### config.mk
export PLATFORM = sky130hd
export DESIGN_NAME = fnvs_ram
export DESIGN_NICKNAME = d
export VERILOG_FILES = /design/src/fnvs_ram.sv
export SDC_FILE = /design/constraint.sdc
export NUM_CORES = 1
export LEC_CHECK = 0
export BUFFER_PORTS_ARGS = -buffer_cell sky130_fd_sc_hd__buf_2
export CORE_MARGIN = 2
export CORE_UTILIZATION = 52
export DETAILED_ROUTE_END_ITERATION = 8
export GPL_TIMING_DRIVEN = 0
export PLACE_DENSITY = 0.74
export SYNTH_ARGS = -nofsm -noshare
export SYNTH_HDL_FRONTEND = slang
export SYNTH_SLANG_ARGS = --single-unit
export TNS_END_PERCENT = 10
### constraint.sdc
create_clock -name i_clk -period 1.27 [get_ports i_clk]
set_input_delay 0.1905 -clock i_clk [delete_from_list [all_inputs] [get_ports i_clk]]
set_output_delay 0.1905 -clock i_clk [all_outputs]
set_load 0.005 [all_outputs]
### src/fnvs_ram.sv
// ---------------------------------------------------------------------------
// fnvs_ram - generic single-write, single-read RAM
// One write port and one read port with registered read data.
// ---------------------------------------------------------------------------
`default_nettype none

module fnvs_ram #(
    parameter int Width = 1,
    parameter int Depth = 16
) (
    input  wire logic                     i_clk,
    input  wire logic                     i_we,
    input  wire logic [$clog2(Depth)-1:0] i_waddr,
    input  wire logic [Width-1:0]         i_wdata,
    input  wire logic [$clog2(Depth)-1:0] i_raddr,
    output logic [Width-1:0]              o_rdata
);

    logic [Width-1:0] r_mem [Depth];
    logic [Width-1:0] r_rdata;

    // Write and registered read
    always_ff @(posedge i_clk) begin
        if (i_we) begin
            r_mem[i_waddr] <= i_wdata;
        end
        r_rdata <= r_mem[i_raddr];
    end

    assign o_rdata = r_rdata;

endmodule

`default_nettype wire

==> impl_metrics.tcl <==
set metrics [dict create \
    outcome "finished clean" \
    synth_top_cell_area_share_pct 64.43 \
    internal_power_uw 782.5 \
    ir_worst_vdd_mv 0.6825 \
    fin_crit_ps 1208 \
    dieArea_um2 1753 \
    fp-row-count 13 \
    grt_pass1_wl_um 1835 \
    ys_types 11 \
    avgSynthCellArea_um2 15.87 \
    critPathRequiredTime_ps 1440 \
    seqPwrFrac_pct 64.1 \
    yosys.area_share.simple_pct 14.77 \
    port_buffers 11 \
    fin_skew_ps 3.812 \
    hold_depth 2 \
    holdWs_ps 105.2 \
    fp.dieW_um 41.87 \
    dp_slack_ps -68.73 \
    p_clk_share_pct 27.5 \
    clock_latency_ps 280 \
    viasPerCell 5.727 \
    final_cells 77 \
    layout_common_cells "16 x edfxtp_1, 12 x nor2_1, 11 x buf_2" \
    initial_core_util_pct 56.60 \
    synth_area_leaders "edfxtp_1 64%, mux4_1 14%, nor2_1 6.0%" \
    cts_tree "yes" \
    grt_pass1_vias 426 \
    finalCritPeriodShare_pct 95.13 \
    drive_above_1_share_pct 30.65 \
    htreeDepth 1 \
    synth_nets 58 \
    cap_violations 0 \
    fin_ws_ps 61.85 \
    worstRegToRegCells 3 \
    grt_antenna_before_repair 0 \
    cp-endpoint "o_rdata" \
    drv_slew 0 \
    drt_iter0_drc 6 \
    p_leak_nw 0.2935 \
    drt_first_pass_iters 5 \
    max_freq_ghz 0.8277 \
    synth_area_um2 745.7 \
    place_area_um2 819.5 \
    power_frac_comb_pct 8.4 \
    synth.area.mux_share_pct 18.12 \
    finalSetupViolations 0 \
    layout.nets 74 \
    rr_startpoint "r_mem[9]" \
    synthCells 47 \
    swShare_pct 20.35 \
    root_buffer "clkbuf_4" \
    power_switching_uw 200.0 \
    power_density_nw_per_um2 1175 \
    totalWireLength_um 1130 \
    yosys_warnings 0 \
    final_hold_viol_count 0 \
    final_design_area_no_fill_um2 835.8 \
    grt_max_degree 17 \
    r2r_slack_ps 60 \
    fin_util_pct 63.44 \
    tightest_slew_ps 206.9 \
    ant_nets 0 \
    dp.final_hpwl_um 838.9 \
    wl_per_cell_um 14.68 \
    reg2reg_to "o_rdata" \
    final_common_cell "edfxtp_1" \
    globalplace.congestion 0.7046 \
    crit_start "r_mem[9]" \
    holdCritPathClass "input port to register" \
    rsz0062_at_grt "true" \
    cts_hold_buffers 0 \
    timing_worst_setup_path_type "register to register" \
    grt.overflow.total 0 \
    clk_pin_slew_ps 90 \
    yosysSeqAreaShare_pct 67.11 \
    diodes 0 \
    clock_sinks 17 \
    area_growth_pct 12.08 \
    ys_seq_elements 17 \
    grt_use_total_pct 14.82 \
    cts_buffers 3 \
    dp.cells 73 \
    synth_top_family_by_area "multiplexers" \
    clockBufferDepth 2 \
    startpoint_type "register" \
    post_cts_buffers 0 \
    io_pins 12 \
    cp_max_fo 1 \
    slew_headroom_pct 86.10 \
    via_count 441 \
    cp-end-kind "register" \
    setup_tns_ps 0 \
    synth_top_cell_by_area "edfxtp_1" \
    synth_xor_area_share_pct 0 \
    critPathArrivalTime_ps 1380 \
    synthAdderAreaFrac_pct 0 \
    top_layer "met3" \
    met2WireLength_um 605 \
    die_y_um 41.87 \
    p_total_uw 982.4 \
    wl_met3_um 47 \
    route.detailed.drc 0 \
    synth_compound_area_share_pct 0 \
    core_region_area_um2 1318 \
    wl_met1_um 476 \
]
[metal layers]
| layer | track usage (%) | vias up |
|---|---|---|
| met5 | 0 | - |
| met4 | 5.806 | 0 |
| met3 | 3.913 | 0 |
| met2 | 27.50 | 14 |
| met1 | 15.68 | 214 |
| li1 | - | 213 |
[cells by family after synthesis]
group         Yosys count
flops                  17
mux                     7
simple gates           23
[what timing repair did]
item | 4_1_cts | 5_1_grt
resized for setup | 0 | 3
endpoints found under the setup margin | 0 | 1
hold endpoints to repair | 0 | 0
[worst min path at each step]
stage / to / start / slack, ps
floorplan: r_mem[0] / i_wdata / 290
global placement: o_rdata / i_raddr[2] / 400
detailed placement: o_rdata / i_raddr[2] / 410
CTS: o_rdata / i_raddr[2] / 110
global route: o_rdata / i_raddr[2] / 90
finish: o_rdata / i_raddr[2] / 110
[layout make-up]
class,instances,area [µm²]
fillers,105,481.7
repair buffers,11,55.05
clock inverters,1,5.005
clock buffers,3,22.52
multi-input cells,30,234.0
flip-flops and latches,17,500.5
well taps,15,18.77
[critical path: stages, from the launching register on]
cell and delay, ps:
edfxtp_1 380, mux4_1 500, mux2i_1 140, mux2i_1 90
[state kept, by name, summed over array words and instances, names as in the netlist]
name and flops:
o_rdata 1, r_mem 16
[power by group through the flow]
stage	registers, mW	logic (mW)	clock network (mW)
floorplan	0.642	0.0386	0
global placement	0.641	0.0799	0
detailed placement	0.642	0.0816	0
CTS	0.629	0.0816	0.277
global route	0.631	0.0917	0.303
finish	0.630	0.0826	0.270
[cell usage after synthesis]
cell type / n
dfxtp_1: 1
mux4_1: 4
nand2_1: 1
nand2b_1: 2
nand3b_1: 2
nor3_1: 4
edfxtp_1: 16
mux2i_1: 3
nor2_1: 12
nand3_1: 1
or3b_2: 1
Note: power is estimated with default switching activity, not from simulation.
